--- src/sv/assert_macros.svh ---
// assertion macros used by the tokenizer rtl
`ifndef ASSERT_MACROS_SVH
`define ASSERT_MACROS_SVH

// property checked on every rising clock edge outside reset
`define SAT_ASSERT(label, prop, msg) \
   label: assert property (@(posedge clock) disable iff (reset) (prop)) else $error(msg);

// implication checked in the same cycle
`define SAT_ASSERT_SAME(label, ante, cons, msg) \
   `SAT_ASSERT(label, (ante) |-> (cons), msg)

// implication checked in the next cycle
`define SAT_ASSERT_NEXT(label, ante, cons, msg) \
   `SAT_ASSERT(label, (ante) |=> (cons), msg)

`endif

--- src/sv/sat_pkg.sv ---
// types, constants and helpers of the shell argument tokenizer
package sat_pkg;

   localparam int MaxLineDefault = 4096;
   localparam int MaxArgsDefault = 255;

   localparam int PosWidth   = 13;
   localparam int CountWidth = 8;
   localparam int PosLimit   = 8191;
   localparam int ArgLimit   = 255;

   localparam logic [7:0] CharSep    = 8'd32;
   localparam logic [7:0] CharNul    = 8'd0;
   localparam logic [7:0] CharBslash = 8'h5C;
   localparam logic [7:0] CharDquote = 8'h22;
   localparam logic [7:0] CharSquote = 8'h27;

   typedef enum logic [2:0] {
      KIND_BYTE      = 3'd0,
      KIND_END       = 3'd1,
      KIND_DONE      = 3'd2,
      KIND_EMPTY     = 3'd3,
      KIND_UNTERM_DQ = 3'd4,
      KIND_UNTERM_SQ = 3'd5
   } kind_type;

   typedef enum logic [5:0] {
      MODE_BETWEEN = 6'b000001,
      MODE_ARG     = 6'b000010,
      MODE_ESC     = 6'b000100,
      MODE_DQ      = 6'b001000,
      MODE_DQ_ESC  = 6'b010000,
      MODE_SQ      = 6'b100000
   } mode_type;

   typedef struct packed {
      kind_type                kind;
      logic [7:0]              byte_out;
      logic [CountWidth-1:0]   arg_count;
      logic [PosWidth-1:0]     error_column;
      logic                    last;
   } result_type;

   function automatic result_type make_result(kind_type kind, logic [7:0] bval,
                                              logic [CountWidth-1:0] cnt,
                                              logic [PosWidth-1:0] col);
      result_type r;
      r.kind         = kind;
      r.byte_out     = bval;
      r.arg_count    = cnt;
      r.error_column = col;
      r.last         = 1'b0;
      return r;
   endfunction

endpackage

--- src/sv/shell_argument_tokenizer.sv ---
// shell argument tokenizer: splits a nul-terminated line into arguments
//
// req channel: one line byte per item on req_char_in, a zero byte ends the line.
// rsp channel: argument bytes, argument ends, then one final item per line:
//   done with the argument count, empty line, or an unterminated quote error
//   with the 1-based column of the opening quote. rsp_last marks the final
//   result that one byte causes; a byte gives zero, one or two results.
// csr channel: one bit, high_bytes_separate (reset 1); the user writes it
//   only while idle, which the block itself does not enforce.
// a byte is registered in the input register, then its results are written
//   to the output buffer once it has room, and rsp_valid shows from there.
// throughput: one byte per cycle while the receiver is ready and each byte
//   gives at most one result; a byte giving two results holds up the next byte.
// the output buffer holds two results; the input register moves on only
//   when the buffer drains, so a stalled receiver holds everything in place
//   and req_ready drops once the input register is full.
// reset clears the line state, the buffer and the input register, and sets
//   high_bytes_separate.
`include "assert_macros.svh"

module shell_argument_tokenizer #(
   parameter int MAX_LINE = sat_pkg::MaxLineDefault,
   parameter int MAX_ARGS = sat_pkg::MaxArgsDefault
) (
   input  logic        clock,
   input  logic        reset,
   input  logic        req_valid,
   output logic        req_ready,
   input  logic [7:0]  req_char_in,
   output logic        rsp_valid,
   input  logic        rsp_ready,
   output logic [2:0]  rsp_kind,
   output logic [7:0]  rsp_byte_out,
   output logic [7:0]  rsp_arg_count,
   output logic [12:0] rsp_error_column,
   output logic        rsp_last,
   input  logic        csr_valid,
   output logic        csr_ready,
   input  logic        csr_high_bytes_separate
);

   localparam logic [sat_pkg::PosWidth-1:0] PosCap =
      sat_pkg::PosWidth'((MAX_LINE < sat_pkg::PosLimit) ? MAX_LINE : sat_pkg::PosLimit);
   localparam logic [sat_pkg::CountWidth-1:0] ArgCap =
      sat_pkg::CountWidth'((MAX_ARGS < sat_pkg::ArgLimit) ? MAX_ARGS : sat_pkg::ArgLimit);

   logic                              hbs_ff;
   logic                              in_valid_ff;
   logic [7:0]                        in_char_ff;
   sat_pkg::mode_type                 mode_ff, mode_in;
   logic                              line_start_ff, line_start_in;
   logic [sat_pkg::PosWidth-1:0]      position_ff, position_in;
   logic [sat_pkg::PosWidth-1:0]      quote_col_ff, quote_col_in;
   logic [sat_pkg::CountWidth-1:0]    total_ff, total_in;
   sat_pkg::result_type               out0_ff, out1_ff;
   logic [1:0]                        out_cnt_ff;

   sat_pkg::result_type               res_a, res_b;
   logic [1:0]                        n_res;
   logic [sat_pkg::PosWidth-1:0]      pos_next;
   logic                              is_sep;
   logic                              is_quote;
   logic                              pop;
   logic                              in_consume;

   assign csr_ready  = 1'b1;
   assign rsp_valid  = (out_cnt_ff != 2'd0);
   assign pop        = rsp_valid && rsp_ready;
   assign in_consume = in_valid_ff && ((out_cnt_ff == 2'd0) || ((out_cnt_ff == 2'd1) && pop));
   assign req_ready  = !in_valid_ff || in_consume;

   assign rsp_kind         = out0_ff.kind;
   assign rsp_byte_out     = out0_ff.byte_out;
   assign rsp_arg_count    = out0_ff.arg_count;
   assign rsp_error_column = out0_ff.error_column;
   assign rsp_last         = out0_ff.last;

   // one byte through the splitter
   always_comb begin
      pos_next = (position_ff < PosCap) ? position_ff + 1'b1 : position_ff;
      is_sep   = (in_char_ff inside {[sat_pkg::CharNul:sat_pkg::CharSep]}) ||
                 (hbs_ff && in_char_ff[7]);
      is_quote = in_char_ff inside {sat_pkg::CharDquote, sat_pkg::CharSquote};

      mode_in       = mode_ff;
      line_start_in = 1'b0;
      position_in   = pos_next;
      quote_col_in  = quote_col_ff;
      total_in      = total_ff;
      n_res         = 2'd0;
      res_a = sat_pkg::make_result(sat_pkg::KIND_BYTE, in_char_ff, '0, '0);
      res_b = sat_pkg::make_result(sat_pkg::KIND_BYTE, in_char_ff, '0, '0);

      case (mode_ff)
         sat_pkg::MODE_ESC: begin
            if (in_char_ff == sat_pkg::CharNul) begin
               // trailing backslash dropped, argument closed
               res_a = sat_pkg::make_result(sat_pkg::KIND_END, '0, '0, '0);
               res_b = sat_pkg::make_result(sat_pkg::KIND_DONE, '0, total_ff, '0);
               n_res = 2'd2;
               mode_in       = sat_pkg::MODE_BETWEEN;
               line_start_in = 1'b1;
               position_in   = '0;
               quote_col_in  = '0;
               total_in      = '0;
            end else if (is_quote || is_sep) begin
               n_res   = 2'd1;
               mode_in = sat_pkg::MODE_ARG;
            end else begin
               res_a   = sat_pkg::make_result(sat_pkg::KIND_BYTE, sat_pkg::CharBslash, '0, '0);
               n_res   = 2'd2;
               mode_in = sat_pkg::MODE_ARG;
            end
         end
         sat_pkg::MODE_DQ: begin
            if (in_char_ff == sat_pkg::CharNul) begin
               res_a = sat_pkg::make_result(sat_pkg::KIND_UNTERM_DQ, '0, '0, quote_col_ff);
               n_res = 2'd1;
               mode_in       = sat_pkg::MODE_BETWEEN;
               line_start_in = 1'b1;
               position_in   = '0;
               quote_col_in  = '0;
               total_in      = '0;
            end else if (in_char_ff == sat_pkg::CharDquote) begin
               mode_in = sat_pkg::MODE_ARG;
            end else if (in_char_ff == sat_pkg::CharBslash) begin
               mode_in = sat_pkg::MODE_DQ_ESC;
            end else begin
               n_res = 2'd1;
            end
         end
         sat_pkg::MODE_DQ_ESC: begin
            if (in_char_ff == sat_pkg::CharNul) begin
               res_a = sat_pkg::make_result(sat_pkg::KIND_UNTERM_DQ, '0, '0, quote_col_ff);
               n_res = 2'd1;
               mode_in       = sat_pkg::MODE_BETWEEN;
               line_start_in = 1'b1;
               position_in   = '0;
               quote_col_in  = '0;
               total_in      = '0;
            end else if (in_char_ff == sat_pkg::CharDquote) begin
               n_res   = 2'd1;
               mode_in = sat_pkg::MODE_DQ;
            end else begin
               res_a   = sat_pkg::make_result(sat_pkg::KIND_BYTE, sat_pkg::CharBslash, '0, '0);
               n_res   = 2'd2;
               mode_in = sat_pkg::MODE_DQ;
            end
         end
         sat_pkg::MODE_SQ: begin
            if (in_char_ff == sat_pkg::CharNul) begin
               res_a = sat_pkg::make_result(sat_pkg::KIND_UNTERM_SQ, '0, '0, quote_col_ff);
               n_res = 2'd1;
               mode_in       = sat_pkg::MODE_BETWEEN;
               line_start_in = 1'b1;
               position_in   = '0;
               quote_col_in  = '0;
               total_in      = '0;
            end else if (in_char_ff == sat_pkg::CharSquote) begin
               mode_in = sat_pkg::MODE_ARG;
            end else begin
               n_res = 2'd1;
            end
         end
         default: begin
            // between arguments or inside one
            if (in_char_ff == sat_pkg::CharNul) begin
               if (mode_ff == sat_pkg::MODE_ARG) begin
                  res_a = sat_pkg::make_result(sat_pkg::KIND_END, '0, '0, '0);
                  res_b = sat_pkg::make_result(sat_pkg::KIND_DONE, '0, total_ff, '0);
                  n_res = 2'd2;
               end else if (line_start_ff) begin
                  res_a = sat_pkg::make_result(sat_pkg::KIND_EMPTY, '0, '0, '0);
                  n_res = 2'd1;
               end else begin
                  res_a = sat_pkg::make_result(sat_pkg::KIND_DONE, '0, total_ff, '0);
                  n_res = 2'd1;
               end
               mode_in       = sat_pkg::MODE_BETWEEN;
               line_start_in = 1'b1;
               position_in   = '0;
               quote_col_in  = '0;
               total_in      = '0;
            end else if (is_sep) begin
               if (mode_ff == sat_pkg::MODE_ARG) begin
                  res_a = sat_pkg::make_result(sat_pkg::KIND_END, '0, '0, '0);
                  n_res = 2'd1;
               end
               mode_in = sat_pkg::MODE_BETWEEN;
            end else begin
               if ((mode_ff != sat_pkg::MODE_ARG) && (total_ff < ArgCap)) begin
                  total_in = total_ff + 1'b1;
               end
               if (in_char_ff == sat_pkg::CharBslash) begin
                  mode_in = sat_pkg::MODE_ESC;
               end else if (in_char_ff == sat_pkg::CharDquote) begin
                  quote_col_in = pos_next;
                  mode_in      = sat_pkg::MODE_DQ;
               end else if (in_char_ff == sat_pkg::CharSquote) begin
                  quote_col_in = pos_next;
                  mode_in      = sat_pkg::MODE_SQ;
               end else begin
                  n_res   = 2'd1;
                  mode_in = sat_pkg::MODE_ARG;
               end
            end
         end
      endcase

      if (n_res == 2'd1) begin
         res_a.last = 1'b1;
      end
      if (n_res == 2'd2) begin
         res_b.last = 1'b1;
      end
   end

   // control state
   always_ff @(posedge clock) begin
      if (reset) begin
         hbs_ff        <= 1'b1;
         in_valid_ff   <= 1'b0;
         mode_ff       <= sat_pkg::MODE_BETWEEN;
         line_start_ff <= 1'b1;
         position_ff   <= '0;
         quote_col_ff  <= '0;
         total_ff      <= '0;
         out_cnt_ff    <= 2'd0;
      end else begin
         if (csr_valid && csr_ready) begin
            hbs_ff <= csr_high_bytes_separate;
         end
         if (req_ready) begin
            in_valid_ff <= req_valid;
         end
         if (in_consume) begin
            mode_ff       <= mode_in;
            line_start_ff <= line_start_in;
            position_ff   <= position_in;
            quote_col_ff  <= quote_col_in;
            total_ff      <= total_in;
            out_cnt_ff    <= n_res;
         end else if (pop) begin
            out_cnt_ff <= out_cnt_ff - 2'd1;
         end
      end
   end

   // payload
   always_ff @(posedge clock) begin
      if (req_ready && req_valid) begin
         in_char_ff <= req_char_in;
      end
      if (in_consume) begin
         out0_ff <= res_a;
         out1_ff <= res_b;
      end else if (pop) begin
         out0_ff <= out1_ff;
      end
   end

   `SAT_ASSERT_SAME(a_pair_head_not_last, out_cnt_ff == 2'd2, !out0_ff.last,
      "first of two buffered results is marked last")
   `SAT_ASSERT_NEXT(a_line_end_resets, in_consume && (in_char_ff == sat_pkg::CharNul),
      line_start_ff && (mode_ff == sat_pkg::MODE_BETWEEN) && (total_ff == '0),
      "line state not cleared after line end")
   `SAT_ASSERT_SAME(a_column_only_on_quote_error,
      rsp_valid && (rsp_kind != sat_pkg::KIND_UNTERM_DQ) &&
      (rsp_kind != sat_pkg::KIND_UNTERM_SQ),
      rsp_error_column == '0, "error column set on a non-quote result")
   `SAT_ASSERT_SAME(a_take_only_when_drained, in_consume,
      (out_cnt_ff == 2'd0) || ((out_cnt_ff == 2'd1) && rsp_ready),
      "item taken while results still buffered")

endmodule
--- config.mk ---
export PLATFORM = sky130hd
export DESIGN_NAME = shell_argument_tokenizer
export DESIGN_NICKNAME = d
export VERILOG_FILES = /design/src/sv/sat_pkg.sv /design/src/sv/shell_argument_tokenizer.sv
export VERILOG_INCLUDE_DIRS = /design/src /design/src/sv
export SDC_FILE = /design/constraint.sdc
export NUM_CORES = 1
export LEC_CHECK = 0
export BUFFER_PORTS_ARGS = -buffer_cell sky130_fd_sc_hd__buf_2
export CAP_MARGIN = 10
export CORE_ASPECT_RATIO = 0.8
export CORE_UTILIZATION = 55
export DETAILED_ROUTE_END_ITERATION = 8
export PLACE_DENSITY = 0.75
export SYNTH_ARGS = -nofsm -noshare
export SYNTH_HDL_FRONTEND = slang
export SYNTH_SLANG_ARGS = --single-unit
--- constraint.sdc ---
create_clock -name clock -period 7.3 [get_ports clock]
set_clock_uncertainty 0.1 [all_clocks]
set_input_delay 0.365 -clock clock [delete_from_list [all_inputs] [get_ports clock]]
set_output_delay 0.365 -clock clock [all_outputs]
set_load 0.02 [all_outputs]
== Word-level counts from Yosys, hierarchy flattened ==
Index checks and enable logic that the tools add are counted.
Operators by class
  add/subtract/negate cells: 3
  order comparisons: 4
  equality and inequality tests: 17
  muxes and demuxes: 65
  reductions and logical operators: 24
Operators by type and width (number)
  33-bit 2-to-1 mux: 6
  33-bit case mux with 4 select lines: 1
  32-bit 2-to-1 mux: 4
  31-bit 2-to-1 mux: 4
  13-bit 2-to-1 mux: 9
  32-bit case mux with 2 select lines: 1
  30-bit 2-to-1 mux: 2
  6-bit 2-to-1 mux: 10
  8-bit 2-to-1 mux: 5
  6-bit case mux with 4 select lines: 1
  2-bit 2-to-1 mux: 10
  8-bit by 6-bit equality test with 1-bit output (second input constant): 2
  13-bit by 1-bit adder with 13-bit output (second input constant): 1
  13-bit less-than comparator (second input constant): 1
  1-bit 2-to-1 mux: 10
  8-bit by 1-bit adder with 8-bit output (second input constant): 1
  8-bit by 7-bit equality test with 1-bit output (second input constant): 1
  8-bit by 1-bit >= comparator with 1-bit output (second input constant): 1
  8-bit by 6-bit less-or-equal comparator with 1-bit output (second input constant): 1
  8-bit logical NOT: 1
  8-bit less-than comparator (second input constant): 1
  2-bit case mux with 4 select lines: 1
  2-bit nonzero test: 4
  1-bit logical AND: 7
  other kinds (23): 28
Word-level totals
  flip-flop bits (word level): 119
  input port bits: 14
  output and inout port bits: 36
  logic and storage cells: 132

== Depth between registers and ports, before layout ==
  depth in word-level cells: 10
  depth in mapped cells: 10
  mapped depth without buffers: 9

== Worst setup path before layout ==
No wires, ideal clock.
  path type: reg2reg
  start: reg in_char_ff[0]
  end: reg out0_ff (netlist bit rsp_byte_out[1]), data pin
  setup time: 0.270 ns
  data arrival time: 2.070 ns
  data required time: 6.930 ns
  setup slack: 4.861 ns
  cell stages (with the launch flop): 9
  path buffers: 2
  period minus slack after synthesis: 2.439 ns
  cell sequence: edfxtp_1 > buf_6 > or4_4 > or3_1 > buf_2 > o21ai_0 > a31oi_1 > a221oi_1 > a21oi_1
Between the ends
  cells in the longest elaborated chain, start to end: 8
  elaborated cells between the ends (all ways): 19
  those cells by class: order compare (2); eq/ne (2); mux (10); reduce/logical (5)
Ends and longest elaborated chain
  start: declaration: RTL line shell_argument_tokenizer.sv:49  | logic [7:0] in_char_ff;
  start signal: assignment: RTL line shell_argument_tokenizer.sv:252  | in_char_ff <= req_char_in;
  8-bit by 1-bit >= comparator with 1-bit output or 8-bit by 6-bit less-or-equal comparator with 1-bit output (tied branches): RTL line shell_argument_tokenizer.sv:81  | is_sep = (in_char_ff inside {[sat_pkg::CharNul:sat_pkg::CharSep]}) ||
  1-bit logical AND: RTL line shell_argument_tokenizer.sv:81
  1-bit logical OR: RTL line shell_argument_tokenizer.sv:81
  1-bit logical OR: RTL line shell_argument_tokenizer.sv:106  | end else if (is_quote || is_sep) begin
  30-bit 2-to-1 mux: RTL line shell_argument_tokenizer.sv:106
  31-bit 2-to-1 mux: RTL line shell_argument_tokenizer.sv:96  | if (in_char_ff == sat_pkg::CharNul) begin
  33-bit case mux with 4 select lines (*): RTL line shell_argument_tokenizer.sv:94  | case (mode_ff)
  33-bit 2-to-1 mux (*): RTL line shell_argument_tokenizer.sv:254  | if (in_consume) begin
  end signal: assignment: RTL line shell_argument_tokenizer.sv:255  | out0_ff <= res_a;
  end signal: assignment: RTL line shell_argument_tokenizer.sv:258  | out0_ff <= out1_ff;
  end: declaration: RTL line shell_argument_tokenizer.sv:55  | sat_pkg::result_type out0_ff, out1_ff;
Mark *: on every way between the ends. The rest lies on a longest branch, timed or not.
A chain may end at the register's enable or synchronous reset.

== Worst setup path after layout ==
  start: reg in_char_ff[1]
  end: reg out0_ff (netlist bit rsp_last), data pin
Between the ends
  cells in the longest elaborated chain, start to end: 10
  elaborated cells between the ends (all ways): 32
  those cells by class: order compare (2); eq/ne (4); mux (21); reduce/logical (5)
Ends and longest elaborated chain
  8-bit by 1-bit >= comparator with 1-bit output (tied with other cells): RTL line shell_argument_tokenizer.sv:81
  1-bit logical AND or 1-bit 2-to-1 mux (tied branches): RTL line shell_argument_tokenizer.sv:81, shell_argument_tokenizer.sv:159, shell_argument_tokenizer.sv:199
  1-bit logical OR or 1-bit 2-to-1 mux (tied branches): RTL line shell_argument_tokenizer.sv:81, shell_argument_tokenizer.sv:196
  1-bit logical OR or 1-bit 2-to-1 mux (tied branches): RTL line shell_argument_tokenizer.sv:106, shell_argument_tokenizer.sv:194
  2-bit 2-to-1 mux, on equally long branches: RTL line shell_argument_tokenizer.sv:106, shell_argument_tokenizer.sv:184
  2-bit 2-to-1 mux, on equally long branches: RTL line shell_argument_tokenizer.sv:96, shell_argument_tokenizer.sv:167
  2-bit case mux with 4 select lines: RTL line shell_argument_tokenizer.sv:94
  2-bit by 1-bit equality test with 1-bit output: RTL line shell_argument_tokenizer.sv:210  | if (n_res == 2'd1) begin
  1-bit 2-to-1 mux (*): RTL line shell_argument_tokenizer.sv:210
  33-bit 2-to-1 mux (*): RTL line shell_argument_tokenizer.sv:254
Marks and branches as above.

==> impl_metrics.tcl <==
set metrics [dict create \
    outcome "finished, final reports clean" \
    final_area_sq_mm 0.005311 \
    place_hpwl_microns 6888 \
    overflow 0 \
    ys_ff_latch 104 \
    slew_headroom_pct 37.46 \
    synth_fp_nets 493 \
    p_leak_nw 1.873 \
    period_minus_slack_ns 3.176 \
    worst_path_most_repeated_cell "a211oi_1" \
    ir_worst_vdd_v 0.0001430 \
    row_count 30 \
    hp-class "in -> reg" \
    wl_microns 10160 \
    ys_seq_area_share_pct 54.35 \
    endpoint_kind "register" \
    final_nets 516 \
    cts_tree "done" \
    hold_violations 0 \
    core-area_sq_mm 0.008558 \
    rsz0062_at_grt "no" \
    cts_resized 0 \
    synth_area_leader_cell "edfxtp_1" \
    drc 0 \
    num_vias 3631 \
    fmax_mhz 314.8 \
    drive_gt1_share_pct 15.71 \
    first_global_vias 3321 \
    cts.sinks 104 \
    synth_flop_cell "edfxtp_1" \
    worstSetupPathType "reg -> reg" \
    ant_nets 0 \
    yosysWarnings 0 \
    mostFrequentLayoutCells "edfxtp_1 (59), buf_2 (48), dfxtp_1 (45)" \
    worstPathRequired_ns 7.33 \
    layout_commonest_cell "edfxtp_1" \
    start_util_pct 57.46 \
    cp.arrival_ns 3.21 \
    dieArea_sq_mm 0.009325 \
    crit_path_start_kind "register" \
    cpMaxStageDelayCell "nor3_4" \
    drv_cap 0 \
    clk_pin_slew_ns 0.10 \
    synth.top_cell.area_share_pct 36.03 \
    avgViaCountPerCell 5.904 \
    placed_area_sq_mm 0.005121 \
    insertion_delay_ns 0.38 \
    total_power_mw 1.280 \
    drv_slew 0 \
    chipWidth_microns 107.7 \
    worst_slew_pin_slew_ns 0.9381 \
    power_density_mw_per_mm2 241.1 \
    die_h_microns 86.57 \
    cts_buffer_depth 2 \
    pin_count 50 \
    port_buffers 48 \
    synth.distinct_cells 64 \
    path_max_fanout 20 \
    tns_ns 0 \
    antenna_cells 0 \
    dr.pass1.iters 5 \
    synth_cells 475 \
    n_fill_cell 704 \
    avgSynthCellArea_sq_um 10.35 \
    antenna_found_initial 0 \
    gp_congestion 0.9266 \
    synthesis.area_sq_mm 0.004917 \
    cts_buffers 9 \
    drt-wirelength-per-cell_microns 16.52 \
    post-route-period-util_pct 43.51 \
    areaGrowthSynthToFinish_pct 8.015 \
    post-cts-setup-buffer-count 0 \
    crit_path_cell_trace "or4_4, nor3_4, a211oi_1, or4_1, a211oi_1, nor2_1" \
    synth-edff-count 59 \
    async_flop_share_pct 0 \
    slowest_delay_ns 0.64 \
    ys_top_cells_by_area "edfxtp_1 (36%), dfxtp_1 (18%), a21oi_1 (3.7%)" \
    grt.total_usage_pct 23.27 \
    post-route-util_pct 62.06 \
    cts-root-buf "clkbuf_8" \
    drt_first_iter_violations 286 \
    grt_pass1_wl_microns 16570 \
    setup_viol_count_final 0 \
    cts_hold_buf 0 \
    grt_max_degree 34 \
    cts.htree.levels 3 \
]
==> layout make-up <==
cell class / instances / area [sq um] / area share, %
inverters: 7 / 26.28 / 0.4947
multi-input cells: 325 / 2019 / 38.02
clock inverters: 6 / 62.56 / 1.178
clock buffers: 10 / 127.6 / 2.403
well taps: 112 / 140.1 / 2.638
flip-flops and latches: 104 / 2673 / 50.32
repair buffers: 51 / 262.8 / 4.947
==> sequential cells by signal, indices dropped and copies added, names as in the netlist <==
name	flops
rsp_kind	3
out1_ff	18
position_ff	13
rsp_error_column	13
rsp_arg_count	8
in_valid_ff	1
total_ff	8
mode_ff	6
rsp_last	1
rsp_byte_out	8
out_cnt_ff	2
hbs_ff	1
line_start_ff	1
in_char_ff	8
quote_col_ff	13
==> worst max-delay path, delay by kind of cell, from the launching register on <==
kind,cells,cell delay [ns]
AND/OR/NAND/NOR,4,1.85
flip-flops,1,0.56
AO/OA/AOI/OAI,2,0.43
==> cell families after synthesis <==
| group | after synthesis | share of synthesized area [%] |
|---|---|---|
| flip-flops | 104 | 54.35 |
| AND/OR/NAND/NOR | 188 | 20.33 |
| adder cells (fa/ha/maj) | 4 | 1.018 |
| multiplexers | 3 | 0.6361 |
| buffers and inverters | 46 | 4.580 |
| other | 1 | 0.07626 |
| XOR/XNOR | 17 | 3.028 |
| AO/OA/AOI/OAI | 112 | 15.98 |
==> power breakdown <==
part	internal (mW)	switching, mW	total (mW)
clock	0.134	0.213	0.347
combinational	0.0689	0.149	0.218
sequential	0.688	0.0275	0.716
==> per-layer routing <==
| layer | up-vias | GRT usage (%) | routed length, microns |
|---|---|---|---|
| li1 | 1778 | - | - |
| met5 | - | 0 | 0 |
| met1 | 1719 | 33.46 | 4931 |
| met4 | 0 | 9.340 | 173 |
| met2 | 115 | 34.44 | 4561 |
| met3 | 19 | 4.812 | 492 |
==> final timing paths <==
path                                 startpoint              end  slack, ns  cells after the start
worst max-delay path              in_char_ff[1]         rsp_last       4.12                      6
worst min-delay path             req_char_in[3]    in_char_ff[3]       0.06                      1
worst max register to register    in_char_ff[1]         rsp_last       4.12                      6
worst min register to register  quote_col_ff[3]  quote_col_ff[3]       0.37                      1
==> cells in the mapped netlist, types with 9 or more instances <==
master     instances
edfxtp_1          59
dfxtp_1           45
nand2_1           43
nor2_1            40
a21oi_1           36
and2_1            24
clkbuf_1          22
o21ai_0           16
nor3_1            14
o2bb2ai_1         12
nand3_1           10
buf_2              9
xor2_1             9
==> through the flow <==
stage / setup WS [ns] / hold slack, ns / instances
CTS: 4.082 / 0.04442 / 615
global placement: 4.222 / 0.3380 / 599
global route: 3.799 / 0.04296 / 615
floorplan: 4.861 / 0.3242 / 475
finish: 4.124 / 0.05875 / 615
detailed placement: 4.103 / 0.3404 / 599
(Power assumes the default switching activity.)
